===== src/sv/amgdiw_pkg.sv =====
// shared types and constants for the amg direct interpolation weight block
// no dependencies
`default_nettype none

package amgdiw_pkg;

   // width of entry, weight and factor values (signed q16.16)
   localparam int VALUE_BITS = 32;
   // fraction bits of a value
   localparam int FRAC_BITS  = 16;
   // scaling of a quotient numerator (twice the fraction bits)
   localparam int FRAC2_BITS = 32;

   // request commands
   localparam logic CMD_ENTRY  = 1'b0;
   localparam logic CMD_WEIGHT = 1'b1;

   // result kinds
   localparam logic KIND_FACTORS = 1'b0;
   localparam logic KIND_WEIGHT  = 1'b1;

   typedef struct packed {
      logic                         command;
      logic signed [VALUE_BITS-1:0] value;
      logic                         on_diagonal;
      logic                         neighbour_is_coarse;
      logic                         row_end;
   } req_type;

   typedef struct packed {
      logic                         result_kind;
      logic signed [VALUE_BITS-1:0] alpha_factor;
      logic signed [VALUE_BITS-1:0] beta_factor;
      logic signed [VALUE_BITS-1:0] scaled_weight;
      logic                         diagonal_missing;
   } rsp_type;

endpackage

`default_nettype wire


===== src/sv/amgdiw_mul.sv =====
// radix-2 shift-add multiplier, one multiplier bit per cycle
// standalone, no package use
`default_nettype none

module amgdiw_mul #(
   parameter int A_BITS = 48,
   parameter int B_BITS = 32
) (
   input  wire logic                     clock,
   input  wire logic                     reset,
   input  wire logic                     start,
   input  wire logic [A_BITS-1:0]        a,
   input  wire logic [B_BITS-1:0]        b,
   output logic                          done,
   output logic [A_BITS+B_BITS-1:0]      product
);

   localparam int CNT_BITS = (B_BITS > 1) ? $clog2(B_BITS) : 1;
   localparam logic [CNT_BITS-1:0] LAST = CNT_BITS'(B_BITS - 1);

   logic [A_BITS-1:0]   mcand_ff, mcand_in;
   logic [A_BITS-1:0]   acc_ff, acc_in;
   logic [B_BITS-1:0]   mplr_ff, mplr_in;
   logic [CNT_BITS-1:0] count_ff, count_in;
   logic                busy_ff, busy_in;
   logic                done_ff, done_in;
   logic [A_BITS:0]     sum;

   always_comb begin
      mcand_in = mcand_ff;
      acc_in   = acc_ff;
      mplr_in  = mplr_ff;
      count_in = count_ff;
      busy_in  = busy_ff;
      done_in  = 1'b0;
      sum      = {1'b0, acc_ff} + (mplr_ff[0] ? {1'b0, mcand_ff} : '0);
      if (start) begin
         mcand_in = a;
         mplr_in  = b;
         acc_in   = '0;
         count_in = '0;
         busy_in  = 1'b1;
      end else if (busy_ff) begin
         acc_in   = sum[A_BITS:1];
         mplr_in  = {sum[0], mplr_ff[B_BITS-1:1]};
         count_in = count_ff + 1'b1;
         if (count_ff == LAST) begin
            busy_in = 1'b0;
            done_in = 1'b1;
         end
      end
   end

   always_ff @(posedge clock) begin
      if (reset) begin
         busy_ff  <= 1'b0;
         done_ff  <= 1'b0;
         count_ff <= '0;
      end else begin
         busy_ff  <= busy_in;
         done_ff  <= done_in;
         count_ff <= count_in;
      end
      mcand_ff <= mcand_in;
      acc_ff   <= acc_in;
      mplr_ff  <= mplr_in;
   end

   assign done    = done_ff;
   assign product = {acc_ff, mplr_ff};

endmodule

`default_nettype wire


===== src/sv/amgdiw_div.sv =====
// restoring divider, one quotient bit per cycle, saturation flag for wide quotients
// standalone, no package use
`default_nettype none

module amgdiw_div #(
   parameter int N_BITS = 80,
   parameter int D_BITS = 80,
   parameter int Q_BITS = 31
) (
   input  wire logic              clock,
   input  wire logic              reset,
   input  wire logic              start,
   input  wire logic [N_BITS-1:0] num,
   input  wire logic [D_BITS-1:0] den,
   output logic                   done,
   output logic [Q_BITS-1:0]      quotient,
   output logic                   overflow
);

   localparam int CNT_BITS = $clog2(N_BITS);
   localparam logic [CNT_BITS-1:0] LAST = CNT_BITS'(N_BITS - 1);

   logic [N_BITS-1:0]   num_ff, num_in;
   logic [D_BITS-1:0]   den_ff, den_in;
   logic [D_BITS-1:0]   rem_ff, rem_in;
   logic [Q_BITS-1:0]   quo_ff, quo_in;
   logic                ovf_ff, ovf_in;
   logic [CNT_BITS-1:0] count_ff, count_in;
   logic                busy_ff, busy_in;
   logic                done_ff, done_in;
   logic [D_BITS:0]     rem_sh;
   logic [D_BITS:0]     diff;
   logic                ge;

   always_comb begin
      num_in   = num_ff;
      den_in   = den_ff;
      rem_in   = rem_ff;
      quo_in   = quo_ff;
      ovf_in   = ovf_ff;
      count_in = count_ff;
      busy_in  = busy_ff;
      done_in  = 1'b0;
      rem_sh   = {rem_ff, num_ff[N_BITS-1]};
      ge       = rem_sh >= {1'b0, den_ff};
      diff     = rem_sh - {1'b0, den_ff};
      if (start) begin
         num_in   = num;
         den_in   = den;
         rem_in   = '0;
         quo_in   = '0;
         ovf_in   = 1'b0;
         count_in = '0;
         busy_in  = 1'b1;
      end else if (busy_ff) begin
         num_in   = {num_ff[N_BITS-2:0], 1'b0};
         rem_in   = ge ? diff[D_BITS-1:0] : rem_sh[D_BITS-1:0];
         // any bit pushed out of the kept quotient means the value is too big
         ovf_in   = ovf_ff | quo_ff[Q_BITS-1];
         quo_in   = {quo_ff[Q_BITS-2:0], ge};
         count_in = count_ff + 1'b1;
         if (count_ff == LAST) begin
            busy_in = 1'b0;
            done_in = 1'b1;
         end
      end
   end

   always_ff @(posedge clock) begin
      if (reset) begin
         busy_ff  <= 1'b0;
         done_ff  <= 1'b0;
         count_ff <= '0;
      end else begin
         busy_ff  <= busy_in;
         done_ff  <= done_in;
         count_ff <= count_in;
      end
      num_ff <= num_in;
      den_ff <= den_in;
      rem_ff <= rem_in;
      quo_ff <= quo_in;
      ovf_ff <= ovf_in;
   end

   assign done     = done_ff;
   assign quotient = quo_ff;
   assign overflow = ovf_ff;

endmodule

`default_nettype wire


===== src/sv/amg_direct_interpolation_weights.sv =====
// direct interpolation weight factors for one fine row, top level
// depends on amgdiw_pkg, amgdiw_mul and amgdiw_div
`default_nettype none

// The block takes the nonzeros of one fine matrix row as requests of command
// entry, then scales interpolation weights as requests of command weight.
// Off-diagonal entries go into saturating negative and positive sums (all
// neighbours and coarse neighbours only); the diagonal is latched. The request
// that carries row_end yields one response with alpha and beta, each the total
// sum over (coarse sum times diagonal) in q16.16, or the raw total when the
// coarse sum is zero; a zero diagonal saturates the factor. A weight request
// yields one response with the weight times minus alpha (negative weight) or
// minus beta (positive weight). An entry without row_end leaves the block idle, so
// a new request can be taken in the next cycle; other requests stall until the
// block is idle again. A nonzero weight runs the bit-serial multiplier. A row end
// runs each factor through the serial multiplier for coarse sum times diagonal,
// then the restoring divider over SUM_BITS + 32 numerator bits, and both factors
// share the two units. A factor with a zero coarse sum, zero total or zero
// diagonal skips both units. The response register lets the next request in
// while a response still waits.

module amg_direct_interpolation_weights #(
   parameter int SUM_BITS = 48
) (
   input  wire logic                clock,
   input  wire logic                reset,
   input  wire logic                req_valid,
   output logic                     req_stall,
   input  wire amgdiw_pkg::req_type req_payload,
   output logic                     rsp_valid,
   input  wire logic                rsp_stall,
   output amgdiw_pkg::rsp_type      rsp_payload
);

   import amgdiw_pkg::*;

   // magnitude width shared by sums and values
   localparam int MW = (SUM_BITS > VALUE_BITS) ? SUM_BITS : VALUE_BITS;
   // multiplier product width
   localparam int PW = MW + VALUE_BITS;
   // divider numerator width: |sum| scaled by two fraction widths
   localparam int NW = SUM_BITS + FRAC2_BITS;
   // signed working width for clamps
   localparam int EW = MW + 2;

   localparam logic [VALUE_BITS-1:0] VMAX = {1'b0, {(VALUE_BITS-1){1'b1}}};
   localparam logic [VALUE_BITS-1:0] VMIN = {1'b1, {(VALUE_BITS-1){1'b0}}};
   localparam logic signed [EW-1:0] SUM_HI =
      {{(EW-SUM_BITS+1){1'b0}}, {(SUM_BITS-1){1'b1}}};
   localparam logic signed [EW-1:0] SUM_LO =
      {{(EW-SUM_BITS+1){1'b1}}, {(SUM_BITS-1){1'b0}}};
   localparam logic signed [EW-1:0] VAL_HI =
      {{(EW-VALUE_BITS+1){1'b0}}, {(VALUE_BITS-1){1'b1}}};
   localparam logic signed [EW-1:0] VAL_LO =
      {{(EW-VALUE_BITS+1){1'b1}}, {(VALUE_BITS-1){1'b0}}};

   typedef enum logic [2:0] {
      S_IDLE,
      S_FSETUP,
      S_FMUL,
      S_FDIV,
      S_WMUL,
      S_OUT
   } state_type;

   // magnitude of a value, fits unsigned in the same width
   function automatic logic [VALUE_BITS-1:0] mag_v(input logic [VALUE_BITS-1:0] x);
      return x[VALUE_BITS-1] ? (~x + 1'b1) : x;
   endfunction

   function automatic logic [SUM_BITS-1:0] mag_s(input logic [SUM_BITS-1:0] x);
      return x[SUM_BITS-1] ? (~x + 1'b1) : x;
   endfunction

   // sum plus entry, clamped to the sum range
   function automatic logic [SUM_BITS-1:0] sat_add(input logic [SUM_BITS-1:0] s,
                                                   input logic [VALUE_BITS-1:0] v);
      logic signed [EW-1:0] t;
      t = $signed({{(EW-SUM_BITS){s[SUM_BITS-1]}}, s})
        + $signed({{(EW-VALUE_BITS){v[VALUE_BITS-1]}}, v});
      if (t > SUM_HI) begin
         return SUM_HI[SUM_BITS-1:0];
      end
      if (t < SUM_LO) begin
         return SUM_LO[SUM_BITS-1:0];
      end
      return t[SUM_BITS-1:0];
   endfunction

   // raw total clamped to the value range
   function automatic logic [VALUE_BITS-1:0] sat_val(input logic [SUM_BITS-1:0] s);
      logic signed [EW-1:0] t;
      t = $signed({{(EW-SUM_BITS){s[SUM_BITS-1]}}, s});
      if (t > VAL_HI) begin
         return VMAX;
      end
      if (t < VAL_LO) begin
         return VMIN;
      end
      return t[VALUE_BITS-1:0];
   endfunction

   // state and registered outputs
   state_type             state_ff, state_in;
   logic [SUM_BITS-1:0]   nsum_ff, nsum_in;
   logic [SUM_BITS-1:0]   psum_ff, psum_in;
   logic [SUM_BITS-1:0]   ncsum_ff, ncsum_in;
   logic [SUM_BITS-1:0]   pcsum_ff, pcsum_in;
   logic [VALUE_BITS-1:0] diag_ff, diag_in;
   logic                  seen_ff, seen_in;
   logic [VALUE_BITS-1:0] alpha_ff, alpha_in;
   logic [VALUE_BITS-1:0] beta_ff, beta_in;
   logic                  missing_ff, missing_in;
   logic                  sel_ff, sel_in;      // 0 while forming alpha, 1 for beta
   logic                  fneg_ff, fneg_in;    // sign of the result being formed
   logic                  kind_ff, kind_in;
   logic [VALUE_BITS-1:0] res_ff, res_in;
   logic                  rsp_valid_ff, rsp_valid_in;
   rsp_type               rsp_ff, rsp_in;

   // shared arithmetic units
   logic                  mul_start;
   logic [MW-1:0]         mul_a;
   logic [VALUE_BITS-1:0] mul_b;
   logic                  mul_done;
   logic [PW-1:0]         mul_prod;
   logic                  div_start;
   logic                  div_done;
   logic [VALUE_BITS-2:0] div_q;
   logic                  div_ovf;

   // per-request and per-factor helpers
   logic                  req_take;
   logic [VALUE_BITS-1:0] req_v;
   logic                  w_neg;
   logic [VALUE_BITS-1:0] w_factor;
   logic [SUM_BITS-1:0]   s_sel;
   logic [SUM_BITS-1:0]   c_sel;
   logic                  fac_ready;
   logic [VALUE_BITS-1:0] fac_val;
   logic                  prod_ovf;
   logic [VALUE_BITS-2:0] prod_q;
   logic [VALUE_BITS-1:0] div_val;
   logic [VALUE_BITS-1:0] scale_val;

   assign req_take = req_valid && !req_stall;
   assign req_v    = req_payload.value;
   assign w_neg    = req_v[VALUE_BITS-1];
   assign w_factor = w_neg ? alpha_ff : beta_ff;
   assign s_sel    = sel_ff ? psum_ff : nsum_ff;
   assign c_sel    = sel_ff ? pcsum_ff : ncsum_ff;

   // quotient with sign, saturated
   assign div_val = div_ovf ? (fneg_ff ? VMIN : VMAX)
                  : (fneg_ff ? (~{1'b0, div_q} + 1'b1) : {1'b0, div_q});

   // weight product drops the fraction bits, anything above the value range saturates
   assign prod_ovf  = |mul_prod[PW-1:FRAC_BITS+VALUE_BITS-1];
   assign prod_q    = mul_prod[FRAC_BITS+VALUE_BITS-2:FRAC_BITS];
   assign scale_val = prod_ovf ? (fneg_ff ? VMIN : VMAX)
                    : (fneg_ff ? (~{1'b0, prod_q} + 1'b1) : {1'b0, prod_q});

   amgdiw_mul #(
      .A_BITS (MW),
      .B_BITS (VALUE_BITS)
   ) u_mul (
      .clock   (clock),
      .reset   (reset),
      .start   (mul_start),
      .a       (mul_a),
      .b       (mul_b),
      .done    (mul_done),
      .product (mul_prod)
   );

   amgdiw_div #(
      .N_BITS (NW),
      .D_BITS (PW),
      .Q_BITS (VALUE_BITS-1)
   ) u_div (
      .clock    (clock),
      .reset    (reset),
      .start    (div_start),
      .num      ({mag_s(s_sel), {FRAC2_BITS{1'b0}}}),
      .den      (mul_prod),
      .done     (div_done),
      .quotient (div_q),
      .overflow (div_ovf)
   );

   always_comb begin
      state_in     = state_ff;
      nsum_in      = nsum_ff;
      psum_in      = psum_ff;
      ncsum_in     = ncsum_ff;
      pcsum_in     = pcsum_ff;
      diag_in      = diag_ff;
      seen_in      = seen_ff;
      alpha_in     = alpha_ff;
      beta_in      = beta_ff;
      missing_in   = missing_ff;
      sel_in       = sel_ff;
      fneg_in      = fneg_ff;
      kind_in      = kind_ff;
      res_in       = res_ff;
      rsp_valid_in = rsp_valid_ff;
      rsp_in       = rsp_ff;
      mul_start    = 1'b0;
      mul_a        = '0;
      mul_b        = '0;
      div_start    = 1'b0;
      fac_ready    = 1'b0;
      fac_val      = '0;

      // response taken downstream
      if (rsp_valid_ff && !rsp_stall) begin
         rsp_valid_in = 1'b0;
      end

      unique case (state_ff)
         S_IDLE: begin
            if (req_take) begin
               if (req_payload.command == CMD_WEIGHT) begin
                  kind_in = KIND_WEIGHT;
                  if (req_v == '0) begin
                     res_in   = '0;
                     state_in = S_OUT;
                  end else begin
                     // -f*w is negative when f and w share a sign
                     mul_start = 1'b1;
                     mul_a     = MW'(mag_v(w_factor));
                     mul_b     = mag_v(req_v);
                     fneg_in   = (w_factor[VALUE_BITS-1] == w_neg);
                     state_in  = S_WMUL;
                  end
               end else begin
                  if (req_payload.on_diagonal) begin
                     diag_in = req_v;
                     seen_in = 1'b1;
                  end else if (w_neg) begin
                     nsum_in = sat_add(nsum_ff, req_v);
                     if (req_payload.neighbour_is_coarse) begin
                        ncsum_in = sat_add(ncsum_ff, req_v);
                     end
                  end else if (req_v != '0) begin
                     psum_in = sat_add(psum_ff, req_v);
                     if (req_payload.neighbour_is_coarse) begin
                        pcsum_in = sat_add(pcsum_ff, req_v);
                     end
                  end
                  if (req_payload.row_end) begin
                     missing_in = !(seen_ff || req_payload.on_diagonal);
                     kind_in    = KIND_FACTORS;
                     sel_in     = 1'b0;
                     state_in   = S_FSETUP;
                  end
               end
            end
         end
         S_FSETUP: begin
            if (c_sel == '0) begin
               // no coarse connection: raw total
               fac_ready = 1'b1;
               fac_val   = sat_val(s_sel);
            end else if (s_sel == '0) begin
               fac_ready = 1'b1;
               fac_val   = '0;
            end else if (diag_ff == '0) begin
               // zero divisor saturates by the sign of sum times coarse sum
               fac_ready = 1'b1;
               fac_val   = (s_sel[SUM_BITS-1] ^ c_sel[SUM_BITS-1]) ? VMIN : VMAX;
            end else begin
               mul_start = 1'b1;
               mul_a     = MW'(mag_s(c_sel));
               mul_b     = mag_v(diag_ff);
               fneg_in   = s_sel[SUM_BITS-1] ^ c_sel[SUM_BITS-1] ^ diag_ff[VALUE_BITS-1];
               state_in  = S_FMUL;
            end
         end
         S_FMUL: begin
            if (mul_done) begin
               div_start = 1'b1;
               state_in  = S_FDIV;
            end
         end
         S_FDIV: begin
            if (div_done) begin
               fac_ready = 1'b1;
               fac_val   = div_val;
            end
         end
         S_WMUL: begin
            if (mul_done) begin
               res_in   = scale_val;
               state_in = S_OUT;
            end
         end
         S_OUT: begin
            if (!rsp_valid_ff || !rsp_stall) begin
               rsp_valid_in            = 1'b1;
               rsp_in.result_kind      = kind_ff;
               rsp_in.alpha_factor     = alpha_ff;
               rsp_in.beta_factor      = beta_ff;
               rsp_in.scaled_weight    = (kind_ff == KIND_WEIGHT) ? res_ff : '0;
               rsp_in.diagonal_missing = (kind_ff == KIND_FACTORS) ? missing_ff : 1'b0;
               state_in                = S_IDLE;
            end
         end
         default: begin
            state_in = S_IDLE;
         end
      endcase

      // a finished factor: alpha moves on to beta, beta closes the row
      if (fac_ready) begin
         if (!sel_ff) begin
            alpha_in = fac_val;
            sel_in   = 1'b1;
            state_in = S_FSETUP;
         end else begin
            beta_in  = fac_val;
            nsum_in  = '0;
            psum_in  = '0;
            ncsum_in = '0;
            pcsum_in = '0;
            seen_in  = 1'b0;
            state_in = S_OUT;
         end
      end
   end

   always_ff @(posedge clock) begin
      if (reset) begin
         state_ff     <= S_IDLE;
         nsum_ff      <= '0;
         psum_ff      <= '0;
         ncsum_ff     <= '0;
         pcsum_ff     <= '0;
         diag_ff      <= '0;
         seen_ff      <= 1'b0;
         alpha_ff     <= '0;
         beta_ff      <= '0;
         rsp_valid_ff <= 1'b0;
      end else begin
         state_ff     <= state_in;
         nsum_ff      <= nsum_in;
         psum_ff      <= psum_in;
         ncsum_ff     <= ncsum_in;
         pcsum_ff     <= pcsum_in;
         diag_ff      <= diag_in;
         seen_ff      <= seen_in;
         alpha_ff     <= alpha_in;
         beta_ff      <= beta_in;
         rsp_valid_ff <= rsp_valid_in;
      end
      missing_ff <= missing_in;
      sel_ff     <= sel_in;
      fneg_ff    <= fneg_in;
      kind_ff    <= kind_in;
      res_ff     <= res_in;
      rsp_ff     <= rsp_in;
   end

   assign req_stall   = (state_ff != S_IDLE);
   assign rsp_valid   = rsp_valid_ff;
   assign rsp_payload = rsp_ff;

   // multiplier results only land while a multiply is awaited
   a_mul_done_state: assert property (@(posedge clock) disable iff (reset)
      mul_done |-> (state_ff == S_FMUL || state_ff == S_WMUL))
      else $error("multiplier finished outside a multiply wait");

   // divider results only land while a division is awaited
   a_div_done_state: assert property (@(posedge clock) disable iff (reset)
      div_done |-> (state_ff == S_FDIV))
      else $error("divider finished outside a divide wait");

   // an entry without row end leaves the block idle in the next cycle
   a_entry_single: assert property (@(posedge clock) disable iff (reset)
      (req_take && req_payload.command == CMD_ENTRY && !req_payload.row_end)
      |=> (state_ff == S_IDLE))
      else $error("plain entry did not return to idle");

   // the row's sums and diagonal flag are clear once its factors are out
   a_row_cleared: assert property (@(posedge clock) disable iff (reset)
      (state_ff == S_OUT && kind_ff == KIND_FACTORS)
      |-> (nsum_ff == '0 && psum_ff == '0 && ncsum_ff == '0 && pcsum_ff == '0
           && !seen_ff))
      else $error("row state not cleared at row end");

endmodule

`default_nettype wire

===== config.mk =====
export PLATFORM = sky130hd
export DESIGN_NAME = amg_direct_interpolation_weights
export DESIGN_NICKNAME = d
export VERILOG_FILES = /design/src/sv/amgdiw_pkg.sv /design/src/sv/amgdiw_mul.sv /design/src/sv/amgdiw_div.sv /design/src/sv/amg_direct_interpolation_weights.sv
export SDC_FILE = /design/constraint.sdc
export NUM_CORES = 2
export LEC_CHECK = 0
export BUFFER_PORTS_ARGS = -buffer_cell sky130_fd_sc_hd__buf_4
export CORE_UTILIZATION = 25
export CTS_BUF_LIST = sky130_fd_sc_hd__clkbuf_16
export DETAILED_ROUTE_END_ITERATION = 10
export MAX_ROUTING_LAYER = met4
export SYNTH_ARGS = -nofsm -noshare
export SYNTH_HDL_FRONTEND = slang
export SYNTH_HIERARCHICAL = 1
export SYNTH_SLANG_ARGS = --single-unit

===== constraint.sdc =====
create_clock -name clock -period 6.3 [get_ports clock]
set_input_delay 1.26 -clock clock [delete_from_list [all_inputs] [get_ports clock]]
set_output_delay 1.26 -clock clock [all_outputs]
set_load 0.1 [all_outputs]

==> flow_metrics.tcl <==
set metrics [dict create \
    status "finished with violations" \
    failed_checks "design-rule violations" \
    clock_sinks 843 \
    numPortBuffers 139 \
    grt_pass1_vias 49920 \
    worstSkewPairLatency_ps 790 \
    grt_max_degree 189 \
    synth_area_um2 60020 \
    ys_types 122 \
    drv_cap 0 \
    numCtsBuffers 101 \
    nets 7401 \
    cp.arrival_ps 6520 \
    fin_crit_sh_pct 94.93 \
    grt_pass1_wl_mm 314.2 \
    hold_viol_final 0 \
    synth_top_area_share_pct 18.66 \
    skew_ps 100.3 \
    row_count 179 \
    coreArea_um2 238300 \
    synth_most_common_cell "nor2_1" \
    slew_viol_final 0 \
    powerDensity_nw_per_um2 329.9 \
    worst_pin_slew_ps 1232 \
    irDropWorstVdd_mv 0.2530 \
    dp_cells 10090 \
    post-route-util_pct 28.38 \
    die_w_um 492.0 \
    finalWirelength_mm 209.6 \
    finalNonFillerCells 10280 \
    routedWlPerCell_um 20.38 \
    crit_type "reg -> reg" \
    netlist_top_cells_area "edfxtp_1, dfxtp_1, ha_1, a21oi_1, nor2_1" \
    dp_hpwl_mm 159.4 \
    fin_crit_ps 5980 \
    clockBufferDepth 3 \
    cts_hold_buf 0 \
    cts_setup_buffers 0 \
    post_route_cells_drive_above_1_share_pct 8.927 \
    synth_edf_count 373 \
    ant_nets 0 \
    ys.flop_type "dfxtp_1" \
    synth_seq_cells 843 \
    globalplace.congestion 0.9671 \
    cts-resized-gates 0 \
    cts_root_buf "clkbuf_16" \
    p_leak_nw 26.24 \
    num_io_pins 140 \
    cp_max_fo 82 \
    ys_seq_area_share_pct 34.34 \
    grtUsageTotal_pct 17.09 \
    drc_errors 3 \
    grt_overflow_total 0 \
    cp.required_ps 6840 \
    finalSetupViolCount 0 \
    min_path_type "reg -> reg" \
    antenna_found_initial 19 \
    clkTransAtPathRegs_ps 60 \
    dieArea_um2 242000 \
    h-tree-depth 3 \
    via_per_inst 5.227 \
    relSlewSlack_pct 17.86 \
    synth.avg_cell_area_um2 8.449 \
    finalSetupTns_ps 0 \
    vias 53760 \
    fmax_ghz 0.1672 \
    yosys.area.top_type "edfxtp_1" \
    cts_tree "yes" \
    setup.worst_path.start_class "flop" \
    fp.dieH_um 492.0 \
    synthArstFlopShare_pct 0 \
    syn2layout_area_growth_pct 12.69 \
    netlist_instances 7104 \
    worstSetupEndpointType "flop" \
    drtIter0Drc 4906 \
    grt_setup_unrepaired "false" \
    yosys_warnings 6 \
    dr.pass1.iters 9 \
    synthTopCellsByCount "nor2_1, a21oi_1, dfxtp_1" \
    start_util_pct 25.19 \
]
logic make-up (layout without fill, tap and decap cells):
kind of cell             Yosys count  in the layout  synth area share, %
flip-flops                       843            843                34.34
AND/OR/NAND/NOR                 2175           2175                17.13
XOR/XNOR                         466            466                6.800
AO/OA/AOI/OAI                   2196           2196                22.31
adder cells (fa/ha/maj)          414            414                8.380
buffers and inverters            642            620                4.626
multiplexers                     367            367                6.408
other                              1             36             0.006248
stage by stage:
stage | power (mW) | instance area [um2] | hold slack [ps] | worst slack, ps
floorplan | 13.44 | 60140 | 422.2 | 212.2
finish | 22.31 | 67630 | 472.4 | 319.7
detailed placement | 15.95 | 64000 | 450.1 | 508.4
global placement | 15.86 | 64000 | 453.4 | 600.9
global route | 23.44 | 67630 | 484.8 | 238.4
CTS | 22.38 | 67620 | 473.9 | 499.6
critical path, cell delays in order (launching register included):
cell and delay (ps):
dfxtp_4 820, buf_4 430, mux2i_1 500, o21ai_1 180, a211oi_1 420, nand4_1 600
nor3_1 910, nor2_1 270, nand3_4 210, buf_4 670, or3_1 220, o41ai_1 70
mux2_2 290
worst paths after layout:
| check | startpoint | end | slack (ps) | depth (start not counted) |
|---|---|---|---|---|
| max | sel_ff | u_mul/mplr_ff[31] | 320 | 12 |
| min | seen_ff | seen_ff | 470 | 2 |
| max reg2reg | sel_ff | u_mul/mplr_ff[31] | 320 | 12 |
| min reg2reg | seen_ff | seen_ff | 470 | 2 |
state kept, by name, summed over array words and instances (netlist names), 80 cells and up:
| register | flops |
|---|---|
| rsp_payload | 98 |
| u_div/num_ff | 80 |
| u_div/rem_ff | 80 |
| u_div/den_ff | 80 |
where the power goes:
group / leakage, nW / total [mW] / switching [mW] / internal, mW
combinational: 17.2 / 8.44 / 5.48 / 2.96
clock: 1.77 / 6.36 / 2.67 / 3.69
sequential: 7.30 / 7.51 / 0.919 / 6.59
layout by cell type (no fill, tap or decap), types with 203 or more instances in the layout:
cell type  instances
a21oi_1          778
mux2i_1          229
nand2_1          457
nor3_1           233
xnor2_1          236
buf_4            203
edfxtp_1         373
dfxtp_1          467
nor2_1           814
o21ai_0          458
ha_1             330
inv_1            220
xor2_1           229
final cells by class:
cell class	instances	area, um2
tap	3167	3963
timing repair buffer	212	1695
multi-input combinational	5650	36910
inverter	217	815.8
fill	25330	170700
clock inverter	89	1067
clock buffer	102	2552
antenna	4	10.01
sequential	843	20620
per-layer routing:
layer	part of all wire, %	wire length [um]	global-route usage, %
met1	45	94600	22.48
met2	46	96940	27.30
met3	5.4	11270	1.954
met4	3.2	6757	5.337
met5	0	0	-
Power figures use the tool's default switching activity.
